### config.mk
export PLATFORM = sky130hd
export DESIGN_NAME = seven_segment_scan_driver_core
export DESIGN_NICKNAME = d
export VERILOG_FILES = /design/src/sv/ssd_pkg.sv /design/src/sv/ssd_front.sv /design/src/sv/ssd_fifo.sv /design/src/sv/ssd_back.sv /design/src/sv/seven_segment_scan_driver_core.sv
export SDC_FILE = /design/constraint.sdc
export NUM_CORES = 1
export LEC_CHECK = 0
export BUFFER_PORTS_ARGS = -buffer_cell sky130_fd_sc_hd__buf_2
export CAP_MARGIN = 10
export CORE_MARGIN = 3
export CORE_UTILIZATION = 40
export DETAILED_ROUTE_END_ITERATION = 10
export GPL_TIMING_DRIVEN = 1
export PLACE_DENSITY = 0.64
export SETUP_SLACK_MARGIN = 0.4
export SLEW_MARGIN = 20
export SYNTH_ARGS = -nofsm -noshare
export SYNTH_HDL_FRONTEND = slang
export SYNTH_SLANG_ARGS = --single-unit
### constraint.sdc
create_clock -name clk -period 11.05 [get_ports clk]
set_clock_uncertainty 0.15 [all_clocks]
set_input_delay 1.6575 -clock clk [delete_from_list [all_inputs] [get_ports clk]]
set_output_delay 1.6575 -clock clk [all_outputs]
set_load 0.02 [all_outputs]
### src/sv/ssd_pkg.sv
`default_nettype none

package ssd_pkg;

    localparam int VALUE_W     = 16;
    localparam int LIMIT_W     = 14;
    localparam int NUM_W       = 14;
    localparam int WORD_W      = 16;
    localparam int BEAT_W      = 4;
    localparam int POS_W       = 2;
    localparam int RECIP_W     = 25;
    localparam int RECIP_SHIFT = 24;
    localparam int PROD_W      = NUM_W + RECIP_W;
    localparam int FIFO_DEPTH  = 2;
    localparam int FIFO_PTR_W  = 1;
    localparam int FIFO_CNT_W  = 2;

    localparam logic [LIMIT_W-1:0] MAX_LIMIT    = 14'd10000;
    localparam logic [7:0]         DASH_PATTERN = 8'hBF;
    localparam logic [7:0]         BLANK_PATTERN = 8'hFF;
    localparam logic [BEAT_W-1:0]  BEAT_LAST    = 4'd15;
    localparam logic [RECIP_W-1:0] RECIP_TEN    = 25'd1677722;

    localparam logic [FIFO_CNT_W-1:0] FIFO_FULL = 2'd2;

    typedef logic [WORD_W-1:0] ssd_word_t;

    // One frame request between the parts: segment byte over select byte
    typedef struct packed {
        logic      valid;
        ssd_word_t word;
    } ssd_req_t;

    // Active-low segment patterns for digits 0 to 9
    function automatic logic [7:0] seg_pattern(input logic [3:0] digit);
        logic [7:0] pat;
        begin
            case (digit)
                4'd0:    pat = 8'hC0;
                4'd1:    pat = 8'hF9;
                4'd2:    pat = 8'hA4;
                4'd3:    pat = 8'hB0;
                4'd4:    pat = 8'h99;
                4'd5:    pat = 8'h92;
                4'd6:    pat = 8'h82;
                4'd7:    pat = 8'hF8;
                4'd8:    pat = 8'h80;
                4'd9:    pat = 8'h90;
                default: pat = BLANK_PATTERN;
            endcase
            return pat;
        end
    endfunction

    // Active-low digit select, thousands first
    function automatic logic [7:0] select_pattern(input logic [POS_W-1:0] pos);
        logic [7:0] pat;
        begin
            case (pos)
                2'd0:    pat = 8'hF7;
                2'd1:    pat = 8'hFB;
                2'd2:    pat = 8'hFD;
                2'd3:    pat = 8'hFE;
                default: pat = 8'hFF;
            endcase
            return pat;
        end
    endfunction

    // ceil(2^24 / place) for the place value of each scan position;
    // exact for every quotient below ten thousand
    function automatic logic [RECIP_W-1:0] place_recip(input logic [POS_W-1:0] pos);
        logic [RECIP_W-1:0] r;
        begin
            case (pos)
                2'd0:    r = 25'd16778;
                2'd1:    r = 25'd167773;
                2'd2:    r = 25'd1677722;
                2'd3:    r = 25'd16777216;
                default: r = 25'd16777216;
            endcase
            return r;
        end
    endfunction

endpackage

`default_nettype wire

### src/sv/ssd_front.sv
`default_nettype none

module ssd_front (
    input  wire logic                          clk,
    input  wire logic                          rst_n,
    input  wire logic                          s_tvalid,
    output logic                               s_tready,
    input  wire logic [ssd_pkg::VALUE_W-1:0]   s_tdata,
    input  wire logic                          cfg_we,
    input  wire logic [ssd_pkg::LIMIT_W-1:0]   cfg_wdata,
    output ssd_pkg::ssd_req_t                  push,
    input  wire logic                          push_ready
);
    import ssd_pkg::*;

    logic [LIMIT_W-1:0] limit_reg;
    logic [POS_W-1:0]   pos_reg;

    logic               a_valid_reg;
    logic [NUM_W-1:0]   a_value_reg;
    logic               a_dash_reg;
    logic [POS_W-1:0]   a_pos_reg;

    logic               b_valid_reg;
    logic [NUM_W-1:0]   b_quot_reg;
    logic               b_dash_reg;
    logic [POS_W-1:0]   b_pos_reg;

    logic               c_valid_reg;
    ssd_word_t          c_word_reg;

    logic               a_ready, b_ready, c_ready, take;
    logic [LIMIT_W-1:0] eff_limit;
    logic               dash_in;
    logic [PROD_W-1:0]  prod_b, prod_c;
    logic [NUM_W-1:0]   quot_next, tens, tens_x10, rem;
    logic [7:0]         seg;
    ssd_word_t          word_next;

    assign c_ready  = !c_valid_reg || push_ready;
    assign b_ready  = !b_valid_reg || c_ready;
    assign a_ready  = !a_valid_reg || b_ready;
    assign s_tready = a_ready;
    assign take     = s_tvalid && a_ready;

    // classify: clamp the limit so the thousands digit stays in the table
    assign eff_limit = (limit_reg > MAX_LIMIT) ? MAX_LIMIT : limit_reg;
    assign dash_in   = s_tdata >= {{(VALUE_W-LIMIT_W){1'b0}}, eff_limit};

    // divide by the place value
    assign prod_b    = {{RECIP_W{1'b0}}, a_value_reg} * {{NUM_W{1'b0}}, place_recip(a_pos_reg)};
    assign quot_next = prod_b[RECIP_SHIFT +: NUM_W];

    // take the quotient modulo ten
    assign prod_c    = {{RECIP_W{1'b0}}, b_quot_reg} * {{NUM_W{1'b0}}, RECIP_TEN};
    assign tens      = prod_c[RECIP_SHIFT +: NUM_W];
    assign tens_x10  = (tens << 3) + (tens << 1);
    assign rem       = b_quot_reg - tens_x10;
    assign seg       = b_dash_reg ? DASH_PATTERN : seg_pattern(rem[3:0]);
    assign word_next = {seg, select_pattern(b_pos_reg)};

    assign push.valid = c_valid_reg;
    assign push.word  = c_word_reg;

    always_ff @(posedge clk or negedge rst_n)
    begin
        if (!rst_n)
        begin
            limit_reg   <= MAX_LIMIT;
            pos_reg     <= '0;
            a_valid_reg <= 1'b0;
            b_valid_reg <= 1'b0;
            c_valid_reg <= 1'b0;
        end
        else
        begin
            if (cfg_we)
            begin
                limit_reg <= cfg_wdata;
            end
            if (take)
            begin
                pos_reg <= pos_reg + 1'b1;
            end
            if (a_ready)
            begin
                a_valid_reg <= s_tvalid;
            end
            if (b_ready)
            begin
                b_valid_reg <= a_valid_reg;
            end
            if (c_ready)
            begin
                c_valid_reg <= b_valid_reg;
            end
        end
    end

    always_ff @(posedge clk)
    begin
        if (take)
        begin
            a_value_reg <= s_tdata[NUM_W-1:0];
            a_dash_reg  <= dash_in;
            a_pos_reg   <= pos_reg;
        end
        if (b_ready && a_valid_reg)
        begin
            b_quot_reg <= quot_next;
            b_dash_reg <= a_dash_reg;
            b_pos_reg  <= a_pos_reg;
        end
        if (c_ready && b_valid_reg)
        begin
            c_word_reg <= word_next;
        end
    end

endmodule

`default_nettype wire

### src/sv/ssd_fifo.sv
`default_nettype none

module ssd_fifo (
    input  wire logic          clk,
    input  wire logic          rst_n,
    input  ssd_pkg::ssd_req_t  push,
    output logic               push_ready,
    output ssd_pkg::ssd_req_t  pop,
    input  wire logic          pop_ready
);
    import ssd_pkg::*;

    ssd_word_t             mem_reg [FIFO_DEPTH];
    logic [FIFO_PTR_W-1:0] wr_ptr_reg, rd_ptr_reg;
    logic [FIFO_CNT_W-1:0] count_reg, count_next;
    logic                  do_push, do_pop;

    assign push_ready = count_reg != FIFO_FULL;
    assign pop.valid  = count_reg != '0;
    assign pop.word   = mem_reg[rd_ptr_reg];

    assign do_push    = push.valid && push_ready;
    assign do_pop     = pop.valid && pop_ready;
    assign count_next = count_reg + FIFO_CNT_W'(do_push) - FIFO_CNT_W'(do_pop);

    always_ff @(posedge clk or negedge rst_n)
    begin
        if (!rst_n)
        begin
            wr_ptr_reg <= '0;
            rd_ptr_reg <= '0;
            count_reg  <= '0;
        end
        else
        begin
            count_reg <= count_next;
            if (do_push)
            begin
                wr_ptr_reg <= wr_ptr_reg + 1'b1;
            end
            if (do_pop)
            begin
                rd_ptr_reg <= rd_ptr_reg + 1'b1;
            end
        end
    end

    always_ff @(posedge clk)
    begin
        if (do_push)
        begin
            mem_reg[wr_ptr_reg] <= push.word;
        end
    end

endmodule

`default_nettype wire

### src/sv/ssd_back.sv
`default_nettype none

module ssd_back (
    input  wire logic          clk,
    input  wire logic          rst_n,
    input  ssd_pkg::ssd_req_t  pop,
    output logic               pop_ready,
    output logic               m_tvalid,
    input  wire logic          m_tready,
    output logic [7:0]         m_tdata,
    output logic               m_tlast
);
    import ssd_pkg::*;

    logic                busy_reg;
    logic [BEAT_W-1:0]   beat_reg;
    ssd_word_t           shift_reg;
    logic                last, take, load;

    assign last      = beat_reg == BEAT_LAST;
    assign take      = busy_reg && m_tready;
    assign pop_ready = !busy_reg || (take && last);
    assign load      = pop_ready && pop.valid;

    assign m_tvalid = busy_reg;
    assign m_tdata  = {7'b0, shift_reg[WORD_W-1]};
    assign m_tlast  = last;

    always_ff @(posedge clk or negedge rst_n)
    begin
        if (!rst_n)
        begin
            busy_reg <= 1'b0;
            beat_reg <= '0;
        end
        else if (load)
        begin
            busy_reg <= 1'b1;
            beat_reg <= '0;
        end
        else if (take)
        begin
            busy_reg <= !last;
            beat_reg <= beat_reg + 1'b1;
        end
    end

    always_ff @(posedge clk)
    begin
        if (load)
        begin
            shift_reg <= pop.word;
        end
        else if (take)
        begin
            shift_reg <= {shift_reg[WORD_W-2:0], 1'b0};
        end
    end

endmodule

`default_nettype wire

### src/sv/seven_segment_scan_driver_core.sv
// Four-digit multiplexed seven-segment scan driver.
// Input channel (s_*): one request per scan tick carrying the 16-bit value to
// show. The block picks the decimal digit for the current scan position
// (thousands, hundreds, tens, units), maps it to an active-low segment
// pattern, or a dash when the value is at or above the overflow limit
// (clamped to 10000), then advances the position modulo four.
// Output channel (m_*): sixteen beats per request, one serial bit each in
// m_tdata[0]: segment byte then digit-select byte, MSB first. m_tlast marks
// the sixteenth bit; latch the external shift register after it.
// Configuration: cfg_we writes cfg_wdata into the overflow limit; write it
// only while no request is in flight.
// Path: an accepted request passes the three front stages and the queue
// before the serialiser loads it; the serialiser sets the request rate, and
// the front and a two-entry queue take further requests while it shifts.
// Reset: limit returns to 10000, scan position to the thousands digit, all
// pipeline and queue contents are dropped.
// Receiver stall: the current beat holds; the queue and the front stages fill
// and then s_tready drops until the serialiser moves on.
`default_nettype none

module seven_segment_scan_driver_core (
    input  wire logic                          clk,
    input  wire logic                          rst_n,
    input  wire logic                          s_tvalid,
    output logic                               s_tready,
    input  wire logic [ssd_pkg::VALUE_W-1:0]   s_tdata,   // [15:0] display_value
    output logic                               m_tvalid,
    input  wire logic                          m_tready,
    output logic [7:0]                         m_tdata,   // [0] serial_bit, [7:1] zero
    output logic                               m_tlast,   // latch_pulse
    input  wire logic                          cfg_we,
    input  wire logic [ssd_pkg::LIMIT_W-1:0]   cfg_wdata  // overflow_limit
);
    import ssd_pkg::*;

    ssd_req_t push, pop;
    logic     push_ready, pop_ready;

    // classify the tick and build the 16-bit frame
    ssd_front u_front (
        .clk        (clk),
        .rst_n      (rst_n),
        .s_tvalid   (s_tvalid),
        .s_tready   (s_tready),
        .s_tdata    (s_tdata),
        .cfg_we     (cfg_we),
        .cfg_wdata  (cfg_wdata),
        .push       (push),
        .push_ready (push_ready)
    );

    // decouple the front from the serialiser
    ssd_fifo u_fifo (
        .clk        (clk),
        .rst_n      (rst_n),
        .push       (push),
        .push_ready (push_ready),
        .pop        (pop),
        .pop_ready  (pop_ready)
    );

    // shift the frame out one bit per beat
    ssd_back u_back (
        .clk       (clk),
        .rst_n     (rst_n),
        .pop       (pop),
        .pop_ready (pop_ready),
        .m_tvalid  (m_tvalid),
        .m_tready  (m_tready),
        .m_tdata   (m_tdata),
        .m_tlast   (m_tlast)
    );

endmodule

`default_nettype wire

; ---- Word level (Yosys, flattened, before mapping)
; Memory sizes are Yosys's and may differ from the RTL's. A register that Yosys moved wholly into a read port is not among the register bits.
; Index checks and enable logic that the tools add are counted.
[op_classes]
addsub = 8
multipliers = 2
n_lt_le_gt_ge = 2
eq_ne = 8
muxes = 11
reduce_logical = 20
[op_table]
columns = cell, n
row1 = case mux 25 bit (4 select lines), 1
row2 = multiplier 14 x 25 -> 38 bit, 1
row3 = two-way mux 16 bit, 2
row4 = case mux 8 bit (4 select lines), 1
row5 = "multiplier 14 x 20 -> 26 bit, second input constant", 1
row6 = >= comparator 16 x 14 -> 1 bit, 1
row7 = "> comparator 14 bit, second input constant", 1
row8 = two-way mux 14 bit, 1
row9 = "equality test 2 bit, second input constant", 4
row10 = two-way mux 4 bit, 2
row11 = logical AND 1 bit, 7
row12 = logical NOT 1 bit, 5
row13 = "adder 4 x 1 -> 4 bit, second input constant", 1
row14 = adder 4 bit, 1
row15 = "equality test 2 x 1 -> 1 bit, second input constant", 2
row16 = "equality test 4 bit, second input constant", 1
row17 = logical NOT 2 bit, 2
row18 = logical OR 1 bit, 4
row19 = two-way mux 1 bit, 4
row20 = nonzero test 2 bit, 2
row21 = subtractor 4 bit, 1
row22 = "adder 1 bit, second input constant", 2
row23 = adder 2 x 1 -> 2 bit, 1
row24 = "adder 2 x 1 -> 2 bit, second input constant", 1
row25 = 2 further kinds, 2
[totals]
reg_bits = 94
ramBits = 32
mem_bits_ro = 112
in_bits = 35
output_inout_bits = 11
wordCells = 72
memories = 2
[mem_list]
columns = memory, depth, width, rd, rd_ports_with_merged_regs, write_ports, line_no
row1 = (name not given), 16, 7, 1, 1, 0, ssd_pkg.sv:38  ; case (digit)
row2 = u_fifo.mem_reg, 2, 16, 1, 0, 1, ssd_fifo.sv:13  ; ssd_word_t mem_reg [FIFO_DEPTH];

; ---- Logic depth before layout (Yosys ltp)
; Gate-level depths: netlist (run 1).
[depth]
ltp_word = 5
ltp_mapped = 29

; ---- Modules after synthesis
; A second synthesis (run 1) with hierarchy kept.
[hier_totals]
hier_cells = 1487
hier_area_um2 = 16270.6
[by_module_without_submodules]
columns = mod, instances, cells_per_inst, area_per_inst_um2
row1 = ssd_front, 1, 1338, 13787.0
row2 = ssd_fifo, 1, 72, 1376.3
row3 = ssd_back, 1, 77, 1107.3

; ---- Worst setup path before layout (run 1)
; No wires, ideal clock.
[synth_timing]
path_type = reg2reg
from = reg u_front.a_pos_reg[0]
to = reg u_front.b_quot_reg[9] (data pin)
arrival_time_ns = 6.378
required_ns = 10.639
path_slack_ns = 4.261
stages_incl_launch_ff = 27
path_buffers = 3
cell_sequence = edfxtp_1 > inv_1 > ha_1 > buf_6 > clkbuf_1 > nand2_1 > inv_1 > nor2_1 > fa_1 > fa_1 > fa_1 > fa_1 > inv_1 > fa_1 > inv_1 > fa_1 > inv_1 > ha_1 > a21oi_1 > o2111a_1 > o2111ai_1 > and3_1 > buf_6 > a31o_4 > a21oi_2 > nor2b_1 > o311a_1
[synth_via]
elab_chain_len = 3
[synth_rtl]
columns = item, line_no
row1 = "start, declared", ssd_front.sv:22  ; logic [POS_W-1:0] a_pos_reg;
row2 = "start signal, assigned", ssd_front.sv:106  ; a_pos_reg <= pos_reg;
row3 = equality test 2 bit (tied with other cells), ssd_pkg.sv:75  ; case (pos)
row4 = case mux 25 bit (4 select lines) (*), ssd_pkg.sv:75
row5 = multiplier 14 x 25 -> 38 bit (*), ssd_front.sv:51  ; assign prod_b = {{RECIP_W{1'b0}}, a_value_reg} * {{NUM_W{1'b0}}, place_recip(a_pos_reg)};
row6 = net u_front.prod_b[33], ssd_front.sv:35  ; logic [PROD_W-1:0] prod_b, prod_c;
row7 = "end signal, assigned", ssd_front.sv:110  ; b_quot_reg <= quot_next;
row8 = "end, declared", ssd_front.sv:25  ; logic [NUM_W-1:0] b_quot_reg;
; The timed path passes the listed nets; every way through them passes the cells marked *. The select of a mux whose other input is x is not followed.
; A chain may end at the register's enable or synchronous reset.

; ---- Worst setup path in the final report (run 1)
; Ends and elaborated chain as after synthesis.

==> flow_summary.json, run 1 <==
{
  "die_h_um": 204,
  "finalSetupViolations": 0,
  "routabilityCongestion": 0.956,
  "wl_per_cell_um": 16.4,
  "synth-async-reset-ratio_pct": 25.2,
  "ant_nets": 0,
  "min_period_ps": 7900,
  "hold_viol_final": 0,
  "htreeDepth": 3,
  "rsz0062_at_grt": "false",
  "first_global_vias": 10600,
  "critPathBufInv": 5,
  "worstSetupEndpointType": "register",
  "diodes": 0,
  "portBuffers": 38,
  "start_util_pct": 41.0,
  "antenna_found_initial": 1,
  "worstHoldPathType": "reg -> reg",
  "grt_pass1_wl_um": 54700,
  "layout.nets": 2021,
  "place_inst": 1983,
  "met3_usage_pct": 2.36,
  "cpMaxStageDelayCell": "ha_1",
  "fmax_mhz": 127,
  "layout-drive-gt1-share_pct": 6.99,
  "mostFrequentLayoutCells": "inv_1, ha_1, fa_1",
  "syn_area_per_cell_sq_um": 10.8,
  "netlist_area_sq_um": 15600,
  "drt_wl_total_um": 32900,
  "outcome": "finished, final reports clean",
  "via_count": 9636,
  "slew_headroom_pct": 33.3,
  "final-max-slew-violation-count": 0,
  "groute.usage.overall_pct": 16.7,
  "ys.warnings.count": 0,
  "cp_top_family": "adder cells",
  "synth.area.top_cells": "fa_1, ha_1, edfxtp_1",
  "coreArea_sq_um": 38000,
  "grt_max_degree": 33,
  "crit_arrival_ps": 7860,
  "syn2layout_area_growth_pct": 6.76,
  "cts-buffers-inserted": 9,
  "post_cts_buffers": 0,
  "critPathMaxFanout": 18,
  "drcViolationCount": 0,
  "setup_tns_ps": 0,
  "grt-ovfl-total": 0,
  "start_kind": "register",
  "cts_hold_buffers": 0,
  "post-route-period-util_pct": 71.5,
  "clk_pin_slew_ps": 80,
  "root_buffer": "clkbuf_16",
  "synthCells": 1449,
  "globalRouteMet2Util_pct": 29.0,
  "cap_violations": 0,
  "busiest_layer": "met2",
  "placedInstanceArea_sq_um": 16300,
  "synth-edff-count": 83,
  "first_iter_violations": 335,
  "boundaryPins": 46,
  "cts_sinks": 111,
  "die_area_sq_um": 41400,
  "ctsResizeCount": 0,
  "layoutNonFillerInstCount": 1999,
  "grtUsageMet1_pct": 21.2,
  "largest_reg_flops": 22,
  "synth_top_area_share_pct": 31.6,
  "chipWidth_um": 204,
  "final_common_cell": "inv_1",
  "synth_ff_type": "edfxtp_1",
  "dpl.hpwl_um": 28800,
  "tightest_slew_ps": 997,
  "stdcell_area_sq_um": 16700,
  "rows": 71,
  "slowest_delay_ps": 670,
  "cpMostUsedCell": "fa_1",
  "clockBufferDepth": 2,
  "cp_cell_sequence": "inv_1, ha_1, nand2_1, inv_1, nor2_1, fa_1, fa_1, fa_1, fa_1, inv_1, fa_1, inv_1, fa_1, inv_1, ha_1, a21oi_1, o2111a_1, o2111ai_1, and3_1, a31o_4, a21oi_2, nor2b_1, o311a_1",
  "yosys.cell_types.count": 62,
  "synth_top_cell_by_area": "fa_1",
  "ys_ff_latch": 111,
  "required_ps": 11010,
  "drtPass1Iterations": 4,
  "ys_seq_area_share_pct": 20.5,
  "via_per_inst": 4.82,
  "clock_latency_ps": 360,
  "worstSetupPathType": "reg -> reg",
  "cts_tree": "done"
}
routing by layer:
| metal | share of wire, % | vias to the layer above | wire (um) |
|---|---|---|---|
| met5 | 0 | - | 0 |
| met3 | 3.6 | 73 | 1170 |
| met4 | 3.9 | 0 | 1280 |
| met1 | 42 | 4788 | 13900 |
| met2 | 50 | 160 | 16500 |
| li1 | - | 4615 | - |
synth_stat cells (all sizes together), types with 2 or more instances:
library cell / n
mux2i: 12
a21boi: 2
a21oi: 44
nor3: 7
o21a: 5
nor2: 42
and3: 7
clkbuf: 12
mux2: 14
o21bai: 2
o211ai: 5
ha: 257
nand4: 9
and4: 3
dfstp: 5
nand2b: 19
a221oi: 2
or2: 16
fa: 246
a211oi: 2
xor2: 11
and2: 41
xnor2: 22
o31ai: 2
dfrtp: 23
nor2b: 11
a21o: 23
o21ai: 22
nand2: 71
inv: 382
nand3: 18
buf: 10
a2111oi: 3
edfxtp: 83
metrics by stage:
step                      hold WS (ps)  util (%)  setup slack (ps)
after detailed placement           280      43.0              3220
after global routing               310      43.8              2650
after floorplan                    250         -              4260
final                              298      43.8              3150
after CTS                          298      43.8              3160
after global placement             263      43.0              3320
path summary, 6_finish.rpt:
kind                                 startpoint                    end  slack (ps)  depth (start not counted)
min                          u_front.a_dash_reg     u_front.b_dash_reg         300                          0
max reg2reg                u_front.a_pos_reg[0]  u_front.b_quot_reg[9]        3150                         23
min in group asynchronous                 rst_n     u_back.beat_reg[1]        1160                          1
min reg2reg                  u_front.a_dash_reg     u_front.b_dash_reg         300                          0
max in group asynchronous                 rst_n   u_front.limit_reg[7]        9160                          1
max                        u_front.a_pos_reg[0]  u_front.b_quot_reg[9]        3150                         23
area by class of cell:
cell class,instances,area (sq um)
fill,3656,21400
multi-input combinational,940,10900
sequential,111,3200
inverter,382,1430
tap,511,639
clock buffer,9,225
timing repair buffer,39,198
clock inverter,7,93.8
kinds of logic (layout without fill, tap and decap cells):
family,after synthesis,in the layout,synth area share (%)
mux,26,26,1.78
simple gates,246,246,7.96
other cells,1,7,0.0240
flops,111,111,20.5
compound gates,125,125,5.70
fa+ha+maj,503,503,52.2
buf+inv,404,437,10.0
xor+xnor,33,33,1.85
Power of run 1 is left out: the tool's default activity adds up to more than one toggle a clock period on the data nets, which glitch-free logic cannot reach.
==> inputs of run 2 (changes only) <==
--- a/config.mk
+++ b/config.mk
@@ -5,6 +5,7 @@
 export SDC_FILE = /design/constraint.sdc
 export NUM_CORES = 1
 export LEC_CHECK = 0
+export ABC_AREA = 1
 export BUFFER_PORTS_ARGS = -buffer_cell sky130_fd_sc_hd__buf_2
 export CAP_MARGIN = 10
 export CORE_MARGIN = 3
==> constraint.sdc (replaced) <==
create_clock -name clk -period 8.3 [get_ports clk]
set_clock_uncertainty 0.15 [all_clocks]
set_input_delay 1.245 -clock clk [delete_from_list [all_inputs] [get_ports clk]]
set_output_delay 1.245 -clock clk [all_outputs]
set_load 0.02 [all_outputs]
==> flow_summary.json, run 2 <==
{
  "final-max-slew-violation-count": 0,
  "regArea_sq_um": 3200,
  "post-route-period-util_pct": 83.4,
  "grt_pass1_wl_um": 62800,
  "hold_viol_final": 0,
  "boundaryPins": 46,
  "drcViolationCount": 0,
  "final_common_cell": "inv_1",
  "antenna_found_initial": 1,
  "cp_top_family": "adder cells",
  "start_kind": "register",
  "netlist_area_sq_um": 16700,
  "synth-edff-count": 83,
  "ys_ff_latch": 111,
  "pre_cts_slack_ps": 1410,
  "critPathMaxFanout": 14,
  "ant_nets": 0,
  "outcome": "finished, final reports clean",
  "mostFrequentLayoutCells": "inv_1, nand2_1, ha_1",
  "via_count": 11700,
  "wl_per_cell_um": 15.5,
  "worstHoldPathType": "reg -> reg",
  "slowest_delay_ps": 620,
  "worstSetupEndpointType": "register",
  "required_ps": 8270,
  "largest_reg_flops": 22,
  "cap_violations": 0,
  "first_iter_violations": 642,
  "portBuffers": 38,
  "ctsResizeCount": 0,
  "via_per_inst": 4.79,
  "root_buffer": "clkbuf_16",
  "synth_top_area_share_pct": 29.4,
  "cts_tree": "done",
  "grt_max_degree": 31,
  "coreArea_sq_um": 41100,
  "layout-drive-gt1-share_pct": 5.21,
  "setup_tns_ps": 0,
  "layout.nets": 2432,
  "chipWidth_um": 211,
  "placedInstanceArea_sq_um": 17500,
  "synth.area.top_cells": "fa_1, ha_1, edfxtp_1",
  "cts-buffers-inserted": 9,
  "syn_area_per_cell_sq_um": 9.00,
  "yosys.cell_types.count": 47,
  "tightest_slew_ps": 1040,
  "routabilityCongestion": 0.987,
  "die_area_sq_um": 44300,
  "crit_arrival_ps": 6880,
  "cts_hold_buffers": 0,
  "rsz0062_at_grt": "false",
  "start_util_pct": 40.7,
  "slew_headroom_pct": 30.5,
  "fmax_mhz": 145,
  "htreeDepth": 3,
  "drtPass1Iterations": 5,
  "whs_ps": 298,
  "clockBufferDepth": 2,
  "dpl.hpwl_um": 33900,
  "synthCells": 1859,
  "grt-ovfl-total": 0,
  "clk_pin_slew_ps": 90,
  "synth_common_cells": "inv_1, nand2_1, ha_1",
  "critPathBufInv": 6,
  "ys.warnings.count": 0,
  "ys_seq_area_share_pct": 19.1,
  "synth_most_common_cell": "inv_1",
  "first_global_vias": 12300,
  "stdcell_area_sq_um": 17800,
  "finalSetupViolations": 0,
  "cpMaxStageDelayCell": "ha_1",
  "multi_input_area_sq_um": 11500,
  "clock_latency_ps": 360,
  "fillCellCount": 4082,
  "groute.usage.overall_pct": 17.7,
  "layout_setup_ws_ps": 1380,
  "worstSetupPathType": "reg -> reg",
  "post_cts_buffers": 0,
  "synth_ff_type": "edfxtp_1",
  "cp_cell_sequence": "inv_1, ha_1, nand2_1, inv_1, fa_1, fa_1, inv_1, fa_1, inv_1, fa_1, fa_1, inv_1, fa_1, inv_1, ha_1, a21o_1, o21bai_1, a21oi_1, nor2_1, nor2_1, nand2_2, nand2_1, nand2_1, xor2_1",
  "syn2layout_area_growth_pct": 6.51,
  "drt_wl_total_um": 37800,
  "die_h_um": 211,
  "rows": 74,
  "min_period_ps": 6920,
  "synth-async-reset-ratio_pct": 25.2,
  "synth_top_cell_by_area": "fa_1",
  "cts_sinks": 111
}
==> run 2: changes by cell type after synthesis, moves of 16 or more <==
cell,change
and2_1,-40
inv_1,+146
nand2_1,+246
nand2b_1,-19
nand3_1,+20
nor2_1,+67
o21ai_0,+31
xnor2_1,-16
==> run 2: path summary, 6_finish.rpt <==
check	to	from	cells past startpoint	slack, ps
worst max-delay path	u_front.b_quot_reg[12]	u_front.a_pos_reg[1]	24	1380
worst min-delay path	u_fifo.mem_reg[1][8]	u_front.c_word_reg[8]	0	300
worst max register to register	u_front.b_quot_reg[12]	u_front.a_pos_reg[1]	24	1380
worst min register to register	u_fifo.mem_reg[1][8]	u_front.c_word_reg[8]	0	300
max in group asynchronous	u_front.pos_reg[0]	rst_n	1	6820
min in group asynchronous	u_back.beat_reg[3]	rst_n	1	740
==> run 2: worst reg2reg max path, stage by stage, from the launching register on <==
cell and delay (ps):
edfxtp_1 460, inv_1 120, ha_1 620, nand2_1 380, inv_1 210, fa_1 500
fa_1 560, inv_1 60, fa_1 540, inv_1 60, fa_1 500, fa_1 560
inv_1 60, fa_1 530, inv_1 40, ha_1 320, a21o_1 180, o21bai_1 200
a21oi_1 150, nor2_1 50, nor2_1 100, nand2_2 70, nand2_1 70, nand2_1 60
xor2_1 140
==> run 2: metal layers <==
metal | vias up | GRT usage, % | share of wire, %
li1 | 5718 | - | -
met1 | 5649 | 24.3 | 46
met2 | 245 | 30.1 | 48
met3 | 44 | 2.74 | 4.6
met4 | 0 | 3.49 | 1.8
met5 | - | 0 | 0
==> run 2: kinds of logic after synthesis <==
kind of cell / after synthesis / synth area share (%)
AOI/OAI and AO/OA: 145 / 5.06
buffers and inverters: 551 / 12.6
xor gates and xnor gates: 26 / 1.36
and+or+nand+nor: 516 / 12.8
DFF: 111 / 19.1
adders and majority gates: 503 / 48.7
other: 1 / 0.0224
muxes: 6 / 0.404
==> run 2: through the flow <==
step / utilization, % / std cells
global route: 43.3 / 2431
CTS: 43.3 / 2431
detailed placement: 42.6 / 2415
global placement: 42.6 / 2415
floorplan: - / 1865
finish: 43.3 / 2432
==> run 2: area by class of cell <==
class | instances | share of cell area (%)
clock inverters | 7 | 0.498
diodes | 1 | 0.0140
clock buffers | 9 | 1.26
well taps | 532 | 3.74
multi-input cells | 1203 | 64.3
inverters | 530 | 11.2
flip-flops and latches | 111 | 18.0
repair buffers | 39 | 1.11
Power of run 2 is left out for the same reason.
